File: src/assert_macros.svh
// Assertion helpers shared by the RTL.
`ifndef ASSERT_MACROS_SVH
`define ASSERT_MACROS_SVH
`ifndef SYNTHESIS
`define ASSERT_HOLDS(lbl, clk, rst, prop) \
   lbl: assert property (@(posedge clk) disable iff (rst) prop) \
      else $error("property does not hold");
`define ASSERT_NEVER(lbl, clk, rst, cond) \
   lbl: assert property (@(posedge clk) disable iff (rst) !(cond)) \
      else $error("forbidden condition seen");
`else
`define ASSERT_HOLDS(lbl, clk, rst, prop)
`define ASSERT_NEVER(lbl, clk, rst, cond)
`endif
`endif

File: src/dwps_pkg.sv
package dwps_pkg;

   localparam int SPEED_W      = 16;
   localparam int DELTA_W      = SPEED_W + 1;
   localparam int GAIN_W       = 16;
   localparam int ACC_W        = 32;
   localparam int PSUM_W       = 34;
   localparam int FRAC_W       = 8;
   localparam int DRIVE_W      = 24;
   localparam int DUTY_W       = 13;
   localparam int FLAGS_W      = 9;
   localparam int STAGE_W      = 3;
   localparam int CSR_INDEX_W  = 3;
   localparam int CSR_DATA_W   = 64;
   localparam int QUEUE_DEPTH  = 2;
   localparam int DUTY_LIMIT_DEFAULT = 8000;

   // road flag bit positions
   localparam int FLAG_STRAIGHT = 0;
   localparam int FLAG_BEND     = 1;
   localparam int FLAG_CROSS    = 2;
   localparam int FLAG_FORK     = 3;
   localparam int FLAG_RING_L   = 4;
   localparam int FLAG_RING_R   = 5;
   localparam int FLAG_LEAN_L   = 6;
   localparam int FLAG_LEAN_R   = 7;
   localparam int FLAG_STOP     = 8;

   localparam logic [STAGE_W-1:0] BARN_PASS_STAGE = 3'd2;
   localparam logic [STAGE_W-1:0] RING_TIGHT_STAGE = 3'd3;
   localparam logic [STAGE_W-1:0] RING_IDLE_STAGE  = 3'd0;

   localparam logic signed [SPEED_W-1:0] FORK_OFF_SLOW  = -16'sd50;
   localparam logic signed [SPEED_W-1:0] FORK_OFF_FAST  = 16'sd30;
   localparam logic signed [SPEED_W-1:0] RING_OFF_TIGHT = 16'sd20;
   localparam logic signed [SPEED_W-1:0] RING_OFF_OPEN  = 16'sd50;
   localparam logic signed [SPEED_W-1:0] LEAN_OFF_FAST  = 16'sd70;
   localparam logic signed [SPEED_W-1:0] LEAN_OFF_SLOW  = -16'sd80;

   typedef enum logic [CSR_INDEX_W-1:0] {
      REG_LEFT_KP      = 3'd0,
      REG_LEFT_KI      = 3'd1,
      REG_RIGHT_KP     = 3'd2,
      REG_RIGHT_KI     = 3'd3,
      REG_TARGETS_LOW  = 3'd4,
      REG_TARGETS_HIGH = 3'd5
   } csr_reg_type;

   typedef struct packed {
      logic                   valid;
      logic [CSR_INDEX_W-1:0] index;
      logic [CSR_DATA_W-1:0]  data;
   } csr_write_type;

   typedef struct packed {
      logic signed [SPEED_W-1:0] left_error;
      logic signed [SPEED_W-1:0] right_error;
      logic signed [DELTA_W-1:0] left_delta;
      logic signed [DELTA_W-1:0] right_delta;
      logic signed [SPEED_W-1:0] mean_speed;
   } work_type;

endpackage

File: src/dwps_front.sv
module dwps_front
   import dwps_pkg::*;
(
   input  logic                      clock,
   input  logic                      reset,
   input  csr_write_type             csr,
   input  logic                      push,
   input  logic [FLAGS_W-1:0]        road_flags,
   input  logic [STAGE_W-1:0]        barn_stage,
   input  logic [STAGE_W-1:0]        fork_stage,
   input  logic [STAGE_W-1:0]        ring_stage,
   input  logic [STAGE_W-1:0]        lean_stage,
   input  logic signed [SPEED_W-1:0] left_pulses,
   input  logic signed [SPEED_W-1:0] right_pulses_raw,
   output work_type                  entry
);

   logic [CSR_DATA_W-1:0]     targets_low_ff, targets_low_in;
   logic [CSR_DATA_W-1:0]     targets_high_ff, targets_high_in;
   logic signed [SPEED_W-1:0] left_prev_ff, left_prev_in;
   logic signed [SPEED_W-1:0] right_prev_ff, right_prev_in;

   logic                      hit;
   logic signed [SPEED_W-1:0] target;
   logic signed [SPEED_W-1:0] right_speed;
   logic signed [SPEED_W-1:0] left_err;
   logic signed [SPEED_W-1:0] right_err;
   logic signed [DELTA_W-1:0] speed_sum;
   logic signed [DELTA_W-1:0] speed_sum_adj;

   always_comb begin
      targets_low_in  = targets_low_ff;
      targets_high_in = targets_high_ff;
      if (csr.valid) begin
         case (csr_reg_type'(csr.index))
            REG_TARGETS_LOW:  targets_low_in  = csr.data;
            REG_TARGETS_HIGH: targets_high_in = csr.data;
            default: ;
         endcase
      end
   end

   // priority chain; a branch with an unused stage ends the search with no target
   always_comb begin
      hit    = 1'b0;
      target = '0;
      if (road_flags[FLAG_STRAIGHT]) begin
         hit    = 1'b1;
         target = targets_low_ff[15:0];
      end else if (road_flags[FLAG_BEND]) begin
         hit    = 1'b1;
         target = targets_low_ff[31:16];
      end else if (road_flags[FLAG_CROSS]) begin
         hit    = 1'b1;
         target = targets_low_ff[47:32];
      end else if (road_flags[FLAG_FORK]) begin
         target = targets_low_ff[63:48];
         case (fork_stage)
            3'd1, 3'd4: begin
               hit    = 1'b1;
               target = targets_low_ff[63:48] + FORK_OFF_SLOW;
            end
            3'd2, 3'd5: hit = 1'b1;
            3'd3: begin
               hit    = 1'b1;
               target = targets_low_ff[63:48] + FORK_OFF_FAST;
            end
            default: hit = 1'b0;
         endcase
      end else if (road_flags[FLAG_RING_L] || road_flags[FLAG_RING_R]) begin
         hit = (ring_stage != RING_IDLE_STAGE);
         if (ring_stage == RING_TIGHT_STAGE) begin
            target = targets_high_ff[15:0] + RING_OFF_TIGHT;
         end else begin
            target = targets_high_ff[15:0] + RING_OFF_OPEN;
         end
      end else if (road_flags[FLAG_LEAN_L] || road_flags[FLAG_LEAN_R]) begin
         target = targets_high_ff[31:16];
         case (lean_stage)
            3'd1: hit = 1'b1;
            3'd2: begin
               hit    = 1'b1;
               target = targets_high_ff[31:16] + LEAN_OFF_FAST;
            end
            3'd3: begin
               hit    = 1'b1;
               target = targets_high_ff[31:16] + LEAN_OFF_SLOW;
            end
            default: hit = 1'b0;
         endcase
      end else if (barn_stage == BARN_PASS_STAGE) begin
         hit    = 1'b1;
         target = targets_high_ff[47:32];
      end else if (road_flags[FLAG_STOP]) begin
         hit    = 1'b1;
         target = targets_high_ff[63:48];
      end
   end

   always_comb begin
      right_speed   = -right_pulses_raw;
      left_err      = hit ? target - left_pulses : '0;
      right_err     = hit ? target - right_speed : '0;
      speed_sum     = DELTA_W'(left_pulses) + DELTA_W'(right_speed);
      // round toward zero before halving
      speed_sum_adj = speed_sum + (speed_sum[DELTA_W-1] ? DELTA_W'(1) : DELTA_W'(0));

      entry.left_error  = left_err;
      entry.right_error = right_err;
      entry.left_delta  = DELTA_W'(left_err) - DELTA_W'(left_prev_ff);
      entry.right_delta = DELTA_W'(right_err) - DELTA_W'(right_prev_ff);
      entry.mean_speed  = speed_sum_adj[DELTA_W-1:1];

      left_prev_in  = push ? left_err : left_prev_ff;
      right_prev_in = push ? right_err : right_prev_ff;
   end

   always_ff @(posedge clock) begin
      if (reset) begin
         targets_low_ff  <= '0;
         targets_high_ff <= '0;
         left_prev_ff    <= '0;
         right_prev_ff   <= '0;
      end else begin
         targets_low_ff  <= targets_low_in;
         targets_high_ff <= targets_high_in;
         left_prev_ff    <= left_prev_in;
         right_prev_ff   <= right_prev_in;
      end
   end

endmodule

File: src/dwps_queue.sv
`include "assert_macros.svh"

module dwps_queue
   import dwps_pkg::*;
(
   input  logic     clock,
   input  logic     reset,
   input  logic     push,
   input  work_type push_data,
   output logic     full,
   input  logic     pop,
   output logic     pop_valid,
   output work_type pop_data
);

   localparam int PTR_W   = (QUEUE_DEPTH > 1) ? $clog2(QUEUE_DEPTH) : 1;
   localparam int COUNT_W = $clog2(QUEUE_DEPTH + 1);

   work_type            slots_ff [QUEUE_DEPTH];
   logic [PTR_W-1:0]    wr_ptr_ff, wr_ptr_in;
   logic [PTR_W-1:0]    rd_ptr_ff, rd_ptr_in;
   logic [COUNT_W-1:0]  count_ff, count_in;

   always_comb begin
      full      = (count_ff == COUNT_W'(QUEUE_DEPTH));
      pop_valid = (count_ff != '0);
      pop_data  = slots_ff[rd_ptr_ff];
      wr_ptr_in = push ? wr_ptr_ff + 1'b1 : wr_ptr_ff;
      rd_ptr_in = pop ? rd_ptr_ff + 1'b1 : rd_ptr_ff;
      count_in  = count_ff;
      if (push && !pop) begin
         count_in = count_ff + 1'b1;
      end else if (pop && !push) begin
         count_in = count_ff - 1'b1;
      end
   end

   always_ff @(posedge clock) begin
      if (push) begin
         slots_ff[wr_ptr_ff] <= push_data;
      end
   end

   always_ff @(posedge clock) begin
      if (reset) begin
         wr_ptr_ff <= '0;
         rd_ptr_ff <= '0;
         count_ff  <= '0;
      end else begin
         wr_ptr_ff <= wr_ptr_in;
         rd_ptr_ff <= rd_ptr_in;
         count_ff  <= count_in;
      end
   end

   `ASSERT_NEVER(a_queue_overfill, clock, reset, count_ff > COUNT_W'(QUEUE_DEPTH))
   `ASSERT_HOLDS(a_queue_grows, clock, reset, push && !pop |=> count_ff == $past(count_ff) + 1'b1)

endmodule

File: src/dwps_back.sv
`include "assert_macros.svh"

module dwps_back
   import dwps_pkg::*;
#(
   parameter int DUTY_LIMIT = DUTY_LIMIT_DEFAULT
)
(
   input  logic                       clock,
   input  logic                       reset,
   input  csr_write_type              csr,
   input  logic                       queue_valid,
   input  work_type                   queue_data,
   output logic                       pop,
   output logic                       rsp_valid,
   input  logic                       rsp_stall,
   output logic signed [SPEED_W-1:0]  rsp_left_error,
   output logic signed [SPEED_W-1:0]  rsp_right_error,
   output logic signed [DRIVE_W-1:0]  rsp_left_drive,
   output logic signed [DRIVE_W-1:0]  rsp_right_drive,
   output logic [DUTY_W-1:0]          rsp_left_fwd_duty,
   output logic [DUTY_W-1:0]          rsp_left_rev_duty,
   output logic [DUTY_W-1:0]          rsp_right_fwd_duty,
   output logic [DUTY_W-1:0]          rsp_right_rev_duty,
   output logic signed [SPEED_W-1:0]  rsp_mean_speed
);

   localparam int SUM_W = PSUM_W + 1;
   localparam logic signed [DRIVE_W:0] LIMIT = (DRIVE_W + 1)'(DUTY_LIMIT);
   localparam logic signed [ACC_W-1:0] ACC_MAX = {1'b0, {(ACC_W-1){1'b1}}};
   localparam logic signed [ACC_W-1:0] ACC_MIN = {1'b1, {(ACC_W-1){1'b0}}};

   typedef struct packed {
      logic [DUTY_W-1:0] fwd;
      logic [DUTY_W-1:0] rev;
   } duty_type;

   function automatic duty_type split_duty(input logic signed [DRIVE_W-1:0] drive);
      duty_type                  d;
      logic signed [DRIVE_W:0]   wide;
      logic signed [DRIVE_W:0]   mag;
      wide = (DRIVE_W + 1)'(drive);
      mag  = -wide;
      d    = '0;
      if (wide > 0) begin
         d.fwd = (wide > LIMIT) ? LIMIT[DUTY_W-1:0] : wide[DUTY_W-1:0];
      end else begin
         d.rev = (mag > LIMIT) ? LIMIT[DUTY_W-1:0] : mag[DUTY_W-1:0];
      end
      return d;
   endfunction

   function automatic logic signed [ACC_W-1:0] sat_add(
      input logic signed [ACC_W-1:0]  acc,
      input logic signed [PSUM_W-1:0] inc
   );
      logic signed [SUM_W-1:0] s;
      s = SUM_W'(acc) + SUM_W'(inc);
      if (s[SUM_W-1:ACC_W-1] == '0 || s[SUM_W-1:ACC_W-1] == '1) begin
         return s[ACC_W-1:0];
      end
      return s[SUM_W-1] ? ACC_MIN : ACC_MAX;
   endfunction

   logic [GAIN_W-1:0] left_kp_ff, left_kp_in, left_ki_ff, left_ki_in;
   logic [GAIN_W-1:0] right_kp_ff, right_kp_in, right_ki_ff, right_ki_in;

   logic                      p_valid_ff, p_valid_in;
   logic signed [PSUM_W-1:0]  p_left_sum_ff, p_left_sum_in;
   logic signed [PSUM_W-1:0]  p_right_sum_ff, p_right_sum_in;
   work_type                  p_entry_ff;

   logic signed [ACC_W-1:0]   left_acc_ff, left_acc_in;
   logic signed [ACC_W-1:0]   right_acc_ff, right_acc_in;

   logic                      rsp_valid_ff, rsp_valid_in;
   logic signed [SPEED_W-1:0] rsp_left_error_ff, rsp_right_error_ff, rsp_mean_speed_ff;
   logic signed [DRIVE_W-1:0] rsp_left_drive_ff, rsp_right_drive_ff;
   duty_type                  rsp_left_duty_ff, rsp_right_duty_ff;

   logic                      advance;
   logic signed [GAIN_W:0]    left_kp_s, left_ki_s, right_kp_s, right_ki_s;
   logic signed [PSUM_W-1:0]  left_prop, left_int, right_prop, right_int;
   logic signed [ACC_W-1:0]   left_acc_next, right_acc_next;

   always_comb begin
      left_kp_in  = left_kp_ff;
      left_ki_in  = left_ki_ff;
      right_kp_in = right_kp_ff;
      right_ki_in = right_ki_ff;
      if (csr.valid) begin
         case (csr_reg_type'(csr.index))
            REG_LEFT_KP:  left_kp_in  = csr.data[GAIN_W-1:0];
            REG_LEFT_KI:  left_ki_in  = csr.data[GAIN_W-1:0];
            REG_RIGHT_KP: right_kp_in = csr.data[GAIN_W-1:0];
            REG_RIGHT_KI: right_ki_in = csr.data[GAIN_W-1:0];
            default: ;
         endcase
      end
   end

   // product stage: kp*(e - prev) + ki*e per wheel
   always_comb begin
      left_kp_s  = $signed({1'b0, left_kp_ff});
      left_ki_s  = $signed({1'b0, left_ki_ff});
      right_kp_s = $signed({1'b0, right_kp_ff});
      right_ki_s = $signed({1'b0, right_ki_ff});
      left_prop  = PSUM_W'(left_kp_s) * PSUM_W'(queue_data.left_delta);
      left_int   = PSUM_W'(left_ki_s) * PSUM_W'(queue_data.left_error);
      right_prop = PSUM_W'(right_kp_s) * PSUM_W'(queue_data.right_delta);
      right_int  = PSUM_W'(right_ki_s) * PSUM_W'(queue_data.right_error);
      p_left_sum_in  = left_prop + left_int;
      p_right_sum_in = right_prop + right_int;
   end

   always_comb begin
      advance        = !rsp_valid_ff || !rsp_stall;
      pop            = advance && queue_valid;
      p_valid_in     = advance ? queue_valid : p_valid_ff;
      rsp_valid_in   = advance ? p_valid_ff : rsp_valid_ff;
      left_acc_next  = sat_add(left_acc_ff, p_left_sum_ff);
      right_acc_next = sat_add(right_acc_ff, p_right_sum_ff);
      left_acc_in    = (advance && p_valid_ff) ? left_acc_next : left_acc_ff;
      right_acc_in   = (advance && p_valid_ff) ? right_acc_next : right_acc_ff;
   end

   always_ff @(posedge clock) begin
      if (pop) begin
         p_left_sum_ff  <= p_left_sum_in;
         p_right_sum_ff <= p_right_sum_in;
         p_entry_ff     <= queue_data;
      end
      if (advance && p_valid_ff) begin
         rsp_left_error_ff  <= p_entry_ff.left_error;
         rsp_right_error_ff <= p_entry_ff.right_error;
         rsp_mean_speed_ff  <= p_entry_ff.mean_speed;
         rsp_left_drive_ff  <= left_acc_next[ACC_W-1:FRAC_W];
         rsp_right_drive_ff <= right_acc_next[ACC_W-1:FRAC_W];
         rsp_left_duty_ff   <= split_duty(left_acc_next[ACC_W-1:FRAC_W]);
         rsp_right_duty_ff  <= split_duty(right_acc_next[ACC_W-1:FRAC_W]);
      end
   end

   always_ff @(posedge clock) begin
      if (reset) begin
         left_kp_ff   <= '0;
         left_ki_ff   <= '0;
         right_kp_ff  <= '0;
         right_ki_ff  <= '0;
         p_valid_ff   <= 1'b0;
         rsp_valid_ff <= 1'b0;
         left_acc_ff  <= '0;
         right_acc_ff <= '0;
      end else begin
         left_kp_ff   <= left_kp_in;
         left_ki_ff   <= left_ki_in;
         right_kp_ff  <= right_kp_in;
         right_ki_ff  <= right_ki_in;
         p_valid_ff   <= p_valid_in;
         rsp_valid_ff <= rsp_valid_in;
         left_acc_ff  <= left_acc_in;
         right_acc_ff <= right_acc_in;
      end
   end

   assign rsp_valid          = rsp_valid_ff;
   assign rsp_left_error     = rsp_left_error_ff;
   assign rsp_right_error    = rsp_right_error_ff;
   assign rsp_left_drive     = rsp_left_drive_ff;
   assign rsp_right_drive    = rsp_right_drive_ff;
   assign rsp_left_fwd_duty  = rsp_left_duty_ff.fwd;
   assign rsp_left_rev_duty  = rsp_left_duty_ff.rev;
   assign rsp_right_fwd_duty = rsp_right_duty_ff.fwd;
   assign rsp_right_rev_duty = rsp_right_duty_ff.rev;
   assign rsp_mean_speed     = rsp_mean_speed_ff;

   `ASSERT_HOLDS(a_acc_holds, clock, reset, !(advance && p_valid_ff) |=> $stable(left_acc_ff) && $stable(right_acc_ff))
   `ASSERT_HOLDS(a_drive_tracks_acc, clock, reset, rsp_valid_ff |-> rsp_left_drive_ff == left_acc_ff[ACC_W-1:FRAC_W] && rsp_right_drive_ff == right_acc_ff[ACC_W-1:FRAC_W])

endmodule

File: src/dual_wheel_incremental_pi_speed.sv
// Two-wheel incremental PI speed loop, one request per control tick.
// Request channel (req_*): road flags, stage numbers and both encoder counts;
// taken at a clock edge with req_valid high and req_stall low.
// Response channel (rsp_*): wheel errors, accumulator integer parts, forward and
// reverse PWM duties and the mean speed; taken with rsp_valid high, rsp_stall low.
// Register port (csr_*): gains and target table, written with csr_valid and
// csr_ready high; csr_ready is always high. Write only while no request is in flight.
// A request is registered in the queue, then in the product registers, then in the response registers.
// Throughput: one request per cycle while rsp_stall stays low; the accumulator add
// and saturate loops through its own register; the products are computed a stage earlier.
// A two-entry queue separates the target/error front end from the PI back end;
// when rsp_stall holds, the back end freezes, the queue fills and req_stall rises.
// Reset (synchronous) clears gains, targets, accumulators, previous errors and
// all valid flags; no response is pending afterwards.
module dual_wheel_incremental_pi_speed
   import dwps_pkg::*;
#(
   parameter int DUTY_LIMIT = DUTY_LIMIT_DEFAULT
)
(
   input  logic                       clock,
   input  logic                       reset,
   input  logic                       req_valid,
   output logic                       req_stall,
   input  logic [FLAGS_W-1:0]         req_road_flags,
   input  logic [STAGE_W-1:0]         req_barn_stage,
   input  logic [STAGE_W-1:0]         req_fork_stage,
   input  logic [STAGE_W-1:0]         req_ring_stage,
   input  logic [STAGE_W-1:0]         req_lean_stage,
   input  logic signed [SPEED_W-1:0]  req_left_pulses,
   input  logic signed [SPEED_W-1:0]  req_right_pulses_raw,
   output logic                       rsp_valid,
   input  logic                       rsp_stall,
   output logic signed [SPEED_W-1:0]  rsp_left_error,
   output logic signed [SPEED_W-1:0]  rsp_right_error,
   output logic signed [DRIVE_W-1:0]  rsp_left_drive,
   output logic signed [DRIVE_W-1:0]  rsp_right_drive,
   output logic [DUTY_W-1:0]          rsp_left_fwd_duty,
   output logic [DUTY_W-1:0]          rsp_left_rev_duty,
   output logic [DUTY_W-1:0]          rsp_right_fwd_duty,
   output logic [DUTY_W-1:0]          rsp_right_rev_duty,
   output logic signed [SPEED_W-1:0]  rsp_mean_speed,
   input  logic                       csr_valid,
   output logic                       csr_ready,
   input  logic [CSR_INDEX_W-1:0]     csr_index,
   input  logic [CSR_DATA_W-1:0]      csr_data
);

   csr_write_type csr;
   work_type      front_entry;
   work_type      queue_data;
   logic          queue_full;
   logic          queue_valid;
   logic          push;
   logic          pop;

   assign csr_ready = 1'b1;
   assign csr.valid = csr_valid;
   assign csr.index = csr_index;
   assign csr.data  = csr_data;

   assign req_stall = queue_full;
   assign push      = req_valid && !queue_full;

   dwps_front u_front (
      .clock            (clock),
      .reset            (reset),
      .csr              (csr),
      .push             (push),
      .road_flags       (req_road_flags),
      .barn_stage       (req_barn_stage),
      .fork_stage       (req_fork_stage),
      .ring_stage       (req_ring_stage),
      .lean_stage       (req_lean_stage),
      .left_pulses      (req_left_pulses),
      .right_pulses_raw (req_right_pulses_raw),
      .entry            (front_entry)
   );

   dwps_queue u_queue (
      .clock     (clock),
      .reset     (reset),
      .push      (push),
      .push_data (front_entry),
      .full      (queue_full),
      .pop       (pop),
      .pop_valid (queue_valid),
      .pop_data  (queue_data)
   );

   dwps_back #(
      .DUTY_LIMIT (DUTY_LIMIT)
   ) u_back (
      .clock              (clock),
      .reset              (reset),
      .csr                (csr),
      .queue_valid        (queue_valid),
      .queue_data         (queue_data),
      .pop                (pop),
      .rsp_valid          (rsp_valid),
      .rsp_stall          (rsp_stall),
      .rsp_left_error     (rsp_left_error),
      .rsp_right_error    (rsp_right_error),
      .rsp_left_drive     (rsp_left_drive),
      .rsp_right_drive    (rsp_right_drive),
      .rsp_left_fwd_duty  (rsp_left_fwd_duty),
      .rsp_left_rev_duty  (rsp_left_rev_duty),
      .rsp_right_fwd_duty (rsp_right_fwd_duty),
      .rsp_right_rev_duty (rsp_right_rev_duty),
      .rsp_mean_speed     (rsp_mean_speed)
   );

endmodule
File: config.mk
export PLATFORM = sky130hd
export DESIGN_NAME = dual_wheel_incremental_pi_speed
export DESIGN_NICKNAME = d
export VERILOG_FILES = /design/src/dwps_pkg.sv /design/src/dwps_front.sv /design/src/dwps_queue.sv /design/src/dwps_back.sv /design/src/dual_wheel_incremental_pi_speed.sv
export VERILOG_INCLUDE_DIRS = /design/src /design/src/src
export SDC_FILE = /design/constraint.sdc
export NUM_CORES = 2
export LEC_CHECK = 0
export ABC_AREA = 1
export BUFFER_PORTS_ARGS = -buffer_cell sky130_fd_sc_hd__buf_4
export CAP_MARGIN = 40
export CORE_MARGIN = 3
export CORE_UTILIZATION = 35
export CTS_CLUSTER_SIZE = 12
export DETAILED_ROUTE_END_ITERATION = 10
export GPL_TIMING_DRIVEN = 0
export SLEW_MARGIN = 15
export SYNTH_ARGS = -nofsm -noshare
export SYNTH_HDL_FRONTEND = slang
export SYNTH_HIERARCHICAL = 1
export SYNTH_SLANG_ARGS = --single-unit
File: constraint.sdc
create_clock -name clock -period 22 [get_ports clock]
set_input_delay 4.4 -clock clock [delete_from_list [all_inputs] [get_ports clock]]
set_output_delay 4.4 -clock clock [all_outputs]
set_load 0.03 [all_outputs]
# Yosys cells after proc, flatten, opt, wreduce, memory -nomap -nowiden
# Memories as Yosys holds them, arrays and structs flattened. A register that Yosys moved wholly into a read port is not among the register bits.
# Index checks and enable logic that the tools add are counted.
# word_totals
ff_bits,558
mem_bits_rw,164
inputBits,125
wordCells,163
n_memories,1
# op_classes
addsub,23
multipliers,4
magnitude_cmp,6
n_eq_ne,18
n_mux,42
bitwise,2
n_reduce_logical,34
# mem_list
name,words,width,read_ports,rd_clocked_by_memory_dff,write_ports,line_no,rtl
u_queue.slots_ff,2,82,1,1,1,dwps_queue.sv:19,work_type slots_ff [QUEUE_DEPTH];
# op_table
operator,count
32-bit 2-to-1 mux,6
16-bit 2-to-1 mux,11
32-bit by 34-bit adder with 35-bit output,2
34-bit adder,2
17-bit by 17-bit multiplier with 34-bit output,2
17-bit by 16-bit multiplier with 33-bit output,2
16-bit case mux with 2 select lines,2
13-bit 2-to-1 mux,4
25-bit by 14-bit > comparator with 1-bit output (second input constant),2
24-bit negation with 25-bit output,2
24-bit by 1-bit > comparator with 1-bit output (second input constant),2
24-bit by 14-bit > comparator with 1-bit output (second input constant),2
16-bit by 16-bit subtractor with 17-bit output,2
16-bit adder (second input constant),2
16-bit by 5-bit adder with 16-bit output (second input constant),2
16-bit subtractor,2
3-bit by 2-bit equality test with 1-bit output (second input constant),8
16-bit by 16-bit adder with 17-bit output,1
17-bit adder,1
1-bit 2-to-1 mux,17
16-bit by 6-bit adder with 16-bit output (second input constant),1
16-bit by 7-bit adder with 16-bit output (second input constant),1
16-bit negation,1
3-bit equality test (second input constant),4
other kinds (19),48

# Logic depth before layout (Yosys ltp)
# depth
ltp_word,11
mapped_depth,37

# By module
# The synthesis kept the hierarchy.
# by_module_without_submodules
mod,n_inst,cells_each,area_per_inst_um2,seq_area_each_um2
dwps_back,1,6926,56924.6,10530.1
dwps_front,1,1964,12762.2,3203.1
dwps_queue,1,288,6546.3,5024.8
dual_wheel_incremental_pi_speed,1,4,21.3,0.0

# Worst setup path before layout
# No wires, ideal clock.
# synth_path
kind,input port to flip-flop
from,input rsp_stall
to,"register u_back.rsp_left_drive_ff[0] (netlist: u_back/rsp_left_drive[0]), enable pin"
setup_ps,570
arrival_ps,9155
slack_ps,12275
path_stages,5
cell_sequence,nand2_1 inv_1 nor2_1 clkbuf_1 clkbuf_1
# synth_via
elab_chain_cells,3
# synth_lines
element,line_no,rtl
"start, declared",dual_wheel_incremental_pi_speed.sv:33,"input logic rsp_stall,"
1-bit logical NOT,dwps_back.sv:117,advance = !rsp_valid_ff || !rsp_stall;
1-bit logical OR,dwps_back.sv:117,
1-bit logical AND,dwps_back.sv:133,if (advance && p_valid_ff) begin
"end signal, assigned",dwps_back.sv:137,rsp_left_drive_ff <= left_acc_next[ACC_W-1:FRAC_W];
"end, declared",dwps_back.sv:78,"logic signed [DRIVE_W-1:0] rsp_left_drive_ff, rsp_right_drive_ff;"
# Every way passes these cells.
# A chain may end at the register's enable or synchronous reset.

==> summary.log <==
[floorplanning] Std-Cell Core Area 215,700 um2
[synth] post-synthesis instance total 9,182
[placement] input/output buffers 273
[global_routing] maximum number of pins on one net before global-route repair 84
[global_routing] total overflow reported by the global router 0
[worst_setup_path] most used cell, CP sky130_fd_sc_hd__nand2_1
[power_and_ir_drop] static leakage 44.75 nW
[sta] worst slew slack as a fraction of its limit 40.30%
[routing] number of vias per cell 4.849
[routing] starting DRC count in detailed routing 4,453
[power_and_ir_drop] total power of the final layout 14.21 mW
[routing] drc violations 0
[final_layout] Post-Layout Cell Count 12,466
[cts] clock tree from TritonCTS built
[worst_setup_path] Crit Path Max Fanout 10
[worst_setup_path] reg2reg setup slack 12.48 ns
[sta] final hold slack 0.4172 ns
[cts] clock latency at the later pin of the worst-skew pair 0.73 ns
[power_and_ir_drop] power per cell area 167.1 nW/um2
[worst_setup_path] WS Path Type in -> reg
[sta] final slew viol count 0
[floorplanning] Site Rows 170
[floorplanning] top-level I/O count 276
[worst_setup_path] capturing element type of the critical path flop
[power_and_ir_drop] IR drop worst, VDD 150.3 uV
[sta] transition time at the pin with the least slew margin 0.8955 ns
[worst_setup_path] worst path required time 22.44 ns
[placement] Placer Congestion 0.9491
[hold_path] startpoint of the tightest hold check path u_back/p_entry_ff[68]
[cts] Clock Root Buffer sky130_fd_sc_hd__clkbuf_16
[floorplanning] die span in x 472.8 um
[floorplanning] initial cell density of the core 35.36%
[worst_setup_path] crit path from req_road_flags[7]
[routing] via count of the routed design 60,446
[synth] total nets after synthesis 10,865
[routing] ANT nets after route 0
[cts] clock tree sinks 723
[global_routing] vias in the first global route 61,751
[synth] Post-Synthesis Cell Area 76,250 um2
[global_routing] GR Util All Layers 21.25%
[synth] count of distinct cell types in the synthesized netlist 73
[synth] Top FF cell, synth sky130_fd_sc_hd__edfxtp_1
[cts] clock input transition at the sequential cells of the worst setup and hold paths 0.06 ns
[floorplanning] die height 472.8 um
[placement] placed cells 12,306
[final_layout] number of nets in the finished design 11,239
[final_layout] share of layout cells above drive strength 1 6.990%
[worst_setup_path] CP arrival 10.46 ns
[synth] count of warnings emitted by yosys 6
[worst_setup_path] worst reg2reg endpoint u_back/p_left_sum_ff[32]
[routing] number of detailed-routing iterations run before antenna repair 7
[routing] Final Routed Wirelength 238.5 mm
[cts] deepest clock path buffer count 3
[sta] final critical path time including I/O delays and setup 10.03 ns
[routing] wire length per cell 19.14 um
[final_layout] Filler cells 22,043
[placement] DPL Wire Length 198.6 mm
[job] max-cap check violation count 0
[synth] number of flops mapped to enable cells by yosys 428
[synth] sequential share of the synthesized area 24.60%
[floorplanning] Die Outline Area 223,500 um2
[sta] Setup Skew 0.05917 ns
[worst_setup_path] library cell contributing the largest single delay on the critical path sky130_fd_sc_hd__a221oi_1
[global_routing] global-route wire length before repair 365.7 mm
[sta] final count of hold timing violations 0
[worst_setup_path] capture point of the critical path u_queue/slots_ff[0][49]
[outcome] run status finished, final reports clean
[sta] final critical-path share of the clock period 45.57%
[hold_path] path class of the lowest-slack min-delay path reg -> reg
[cts] post-CTS setup-driven buffer insertion count 0
[cts] total clock buffers created by CTS 86
[global_routing] antenna violations before repair 9
[final_layout] diode insertion count for antenna repair 0
[synth] share of the synthesized area in the top cell type 24.55%
[cts] number of buffers inserted by hold repair at cts 0
[worst_setup_path] depth of the most critical reg-to-reg path 33
[synth] Synth area leaders sky130_fd_sc_hd__fa_1 (25%), sky130_fd_sc_hd__edfxtp_1 (17%), sky130_fd_sc_hd__inv_1 (12%)
[sta] setup violators final 0
[cts] number of gates given a new drive strength after cts 0
[synth] cell type contributing the most total cell area after synthesis sky130_fd_sc_hd__fa_1
[final_layout] area overhead of the layout relative to synthesis 11.51%
[worst_setup_path] critical path's largest stage delay 0.73 ns
[cts] number of H-tree branching levels 3
[synth] register bit count reported by yosys 723
[synth] average instance area after synthesis 8.305 um2
[sta] summed negative setup slack over all endpoints 0 ns
[sta] setup repair after global routing missed its margin false
[sta] Achievable Freq 99.75 MHz
[synth] async set or reset register ratio after synthesis 0%
[worst_setup_path] Critical Path Source Type primary input
==> final cells by class <==
cell class	instances	area [um2]	share of cell area, %
multi-input cells	5697	46940	55.20
flip-flops and latches	723	18760	22.06
repair buffers	286	2312	2.719
well taps	2838	3551	4.176
clock inverters	36	384.1	0.4517
inverters	2368	8899	10.47
plain buffers	394	1684	1.981
clock buffers	124	2501	2.942
==> cell usage after synthesis (8+ instances only) <==
| library cell | instances |
|---|---|
| sky130_fd_sc_hd__inv_1 | 2353 |
| sky130_fd_sc_hd__nand2_1 | 1872 |
| sky130_fd_sc_hd__fa_1 | 935 |
| sky130_fd_sc_hd__ha_1 | 623 |
| sky130_fd_sc_hd__a21oi_1 | 464 |
| sky130_fd_sc_hd__edfxtp_1 | 428 |
| sky130_fd_sc_hd__nor2_1 | 394 |
| sky130_fd_sc_hd__o21ai_0 | 387 |
| sky130_fd_sc_hd__clkbuf_1 | 356 |
| sky130_fd_sc_hd__nand3_1 | 302 |
| sky130_fd_sc_hd__dfxtp_1 | 295 |
| sky130_fd_sc_hd__xor2_1 | 136 |
| sky130_fd_sc_hd__mux2_4 | 80 |
| sky130_fd_sc_hd__xnor2_1 | 65 |
| sky130_fd_sc_hd__o211ai_1 | 60 |
| sky130_fd_sc_hd__nand4_1 | 43 |
| sky130_fd_sc_hd__nor3_1 | 39 |
| sky130_fd_sc_hd__nand2_2 | 35 |
| sky130_fd_sc_hd__nor2_2 | 29 |
| sky130_fd_sc_hd__a31oi_1 | 27 |
| sky130_fd_sc_hd__o21bai_1 | 24 |
| sky130_fd_sc_hd__or2_2 | 20 |
| sky130_fd_sc_hd__o21ai_1 | 19 |
| sky130_fd_sc_hd__buf_1 | 12 |
| sky130_fd_sc_hd__a21o_1 | 11 |
| sky130_fd_sc_hd__a21boi_0 | 10 |
| sky130_fd_sc_hd__nand3_2 | 10 |
| sky130_fd_sc_hd__nor2_4 | 10 |
| sky130_fd_sc_hd__o221ai_1 | 9 |
| sky130_fd_sc_hd__a21oi_2 | 8 |
| sky130_fd_sc_hd__buf_12 | 8 |
| sky130_fd_sc_hd__buf_2 | 8 |
| sky130_fd_sc_hd__inv_2 | 8 |
==> cell families (layout without fill, tap and decap cells) <==
logic type	Yosys count	after routing	synth area share, %
AND/OR/NAND/NOR	2785	2785	15.07
buffers and inverters	2762	3208	13.86
adder cells (fa/ha/maj)	1558	1558	34.77
AO/OA/AOI/OAI	1068	1068	7.723
flip-flops	723	723	24.60
XOR/XNOR	203	203	2.366
multiplexers	82	82	1.605
other	1	1	0.004918
==> sequential cells by signal (all words and copies together), names as in the netlist, 16 cells and up, named ones only <==
name	count
u_back/left_kp_ff	16
u_back/left_ki_ff	16
u_back/rsp_right_error	16
u_front/right_prev_ff	16
u_back/left_acc_ff	32
u_back/rsp_left_error	16
u_front/targets_low_ff	64
u_back/right_kp_ff	16
u_front/targets_high_ff	64
u_back/p_entry_ff	48
u_front/left_prev_ff	16
u_back/right_acc_ff	32
u_back/rsp_left_drive	24
u_back/p_left_sum_ff	34
u_queue/slots_ff	164
u_back/p_right_sum_ff	34
u_back/rsp_mean_speed	16
u_back/rsp_right_drive	24
u_back/right_ki_ff	16
==> cell usage in the layout, fill, tap and decap left out, types with 11 or more instances in the layout <==
cell type / instances
sky130_fd_sc_hd__dfxtp_1: 295
sky130_fd_sc_hd__mux2_4: 80
sky130_fd_sc_hd__fa_1: 935
sky130_fd_sc_hd__nand2_2: 35
sky130_fd_sc_hd__a31oi_1: 27
sky130_fd_sc_hd__or2_2: 20
sky130_fd_sc_hd__nor3_1: 38
sky130_fd_sc_hd__buf_12: 13
sky130_fd_sc_hd__xor2_1: 136
sky130_fd_sc_hd__o21bai_1: 24
sky130_fd_sc_hd__a21oi_1: 464
sky130_fd_sc_hd__buf_4: 275
sky130_fd_sc_hd__clkbuf_1: 378
sky130_fd_sc_hd__clkinv_2: 14
sky130_fd_sc_hd__a21o_1: 11
sky130_fd_sc_hd__nor2_2: 29
sky130_fd_sc_hd__o21ai_0: 387
sky130_fd_sc_hd__nand4_1: 43
sky130_fd_sc_hd__xnor2_1: 65
sky130_fd_sc_hd__edfxtp_1: 428
sky130_fd_sc_hd__nor2_4: 11
sky130_fd_sc_hd__o21ai_1: 19
sky130_fd_sc_hd__nand2_1: 1872
sky130_fd_sc_hd__nor2_1: 393
sky130_fd_sc_hd__ha_1: 623
sky130_fd_sc_hd__inv_1: 2351
sky130_fd_sc_hd__buf_1: 12
sky130_fd_sc_hd__nand3_1: 302
sky130_fd_sc_hd__clkbuf_16: 91
sky130_fd_sc_hd__o211ai_1: 60
==> through the flow <==
step	instance area [um2]	setup WS [ns]	util, %
floorplan	76250	12.27	-
detailed placement	82140	11.24	38.09
finish	85030	11.98	39.42
global placement	81850	8.863	37.95
global route	85030	11.46	39.42
CTS	85030	12.04	39.42
==> per-layer routing <==
metal	global-route usage [%]	share of wire, %	routed length (um)
met1	29.66	45	107700
met2	33.72	44	105800
met3	3.487	7.1	16820
met5	0	0.0042	10
met4	6.597	3.4	8227
==> worst min-delay path by stage <==
stage	cells after the start	slack, ns	endpoint
floorplan	0	0.40	u_back/rsp_left_error[0]
global placement	0	0.41	u_back/rsp_right_error[2]
detailed placement	0	0.41	u_back/rsp_left_error[2]
CTS	0	0.42	u_back/rsp_left_error[2]
global route	0	0.43	u_back/rsp_left_error[13]
finish	0	0.42	u_back/rsp_left_error[2]
==> power breakdown <==
| group | switching, mW | internal [mW] |
|---|---|---|
| registers | 0.162 | 2.25 |
| logic | 6.74 | 3.60 |
| clock network | 0.616 | 0.836 |
==> worst max-delay path, delay by kind of cell <==
| family | cells | cell delay [ns] |
|---|---|---|
| AOI/OAI and AO/OA | 13 | 2.62 |
| adders and majority gates | 3 | 1.05 |
| and+or+nand+nor | 7 | 1.35 |
| buffers and inverters | 5 | 1.02 |
(Power assumes the default switching activity.)
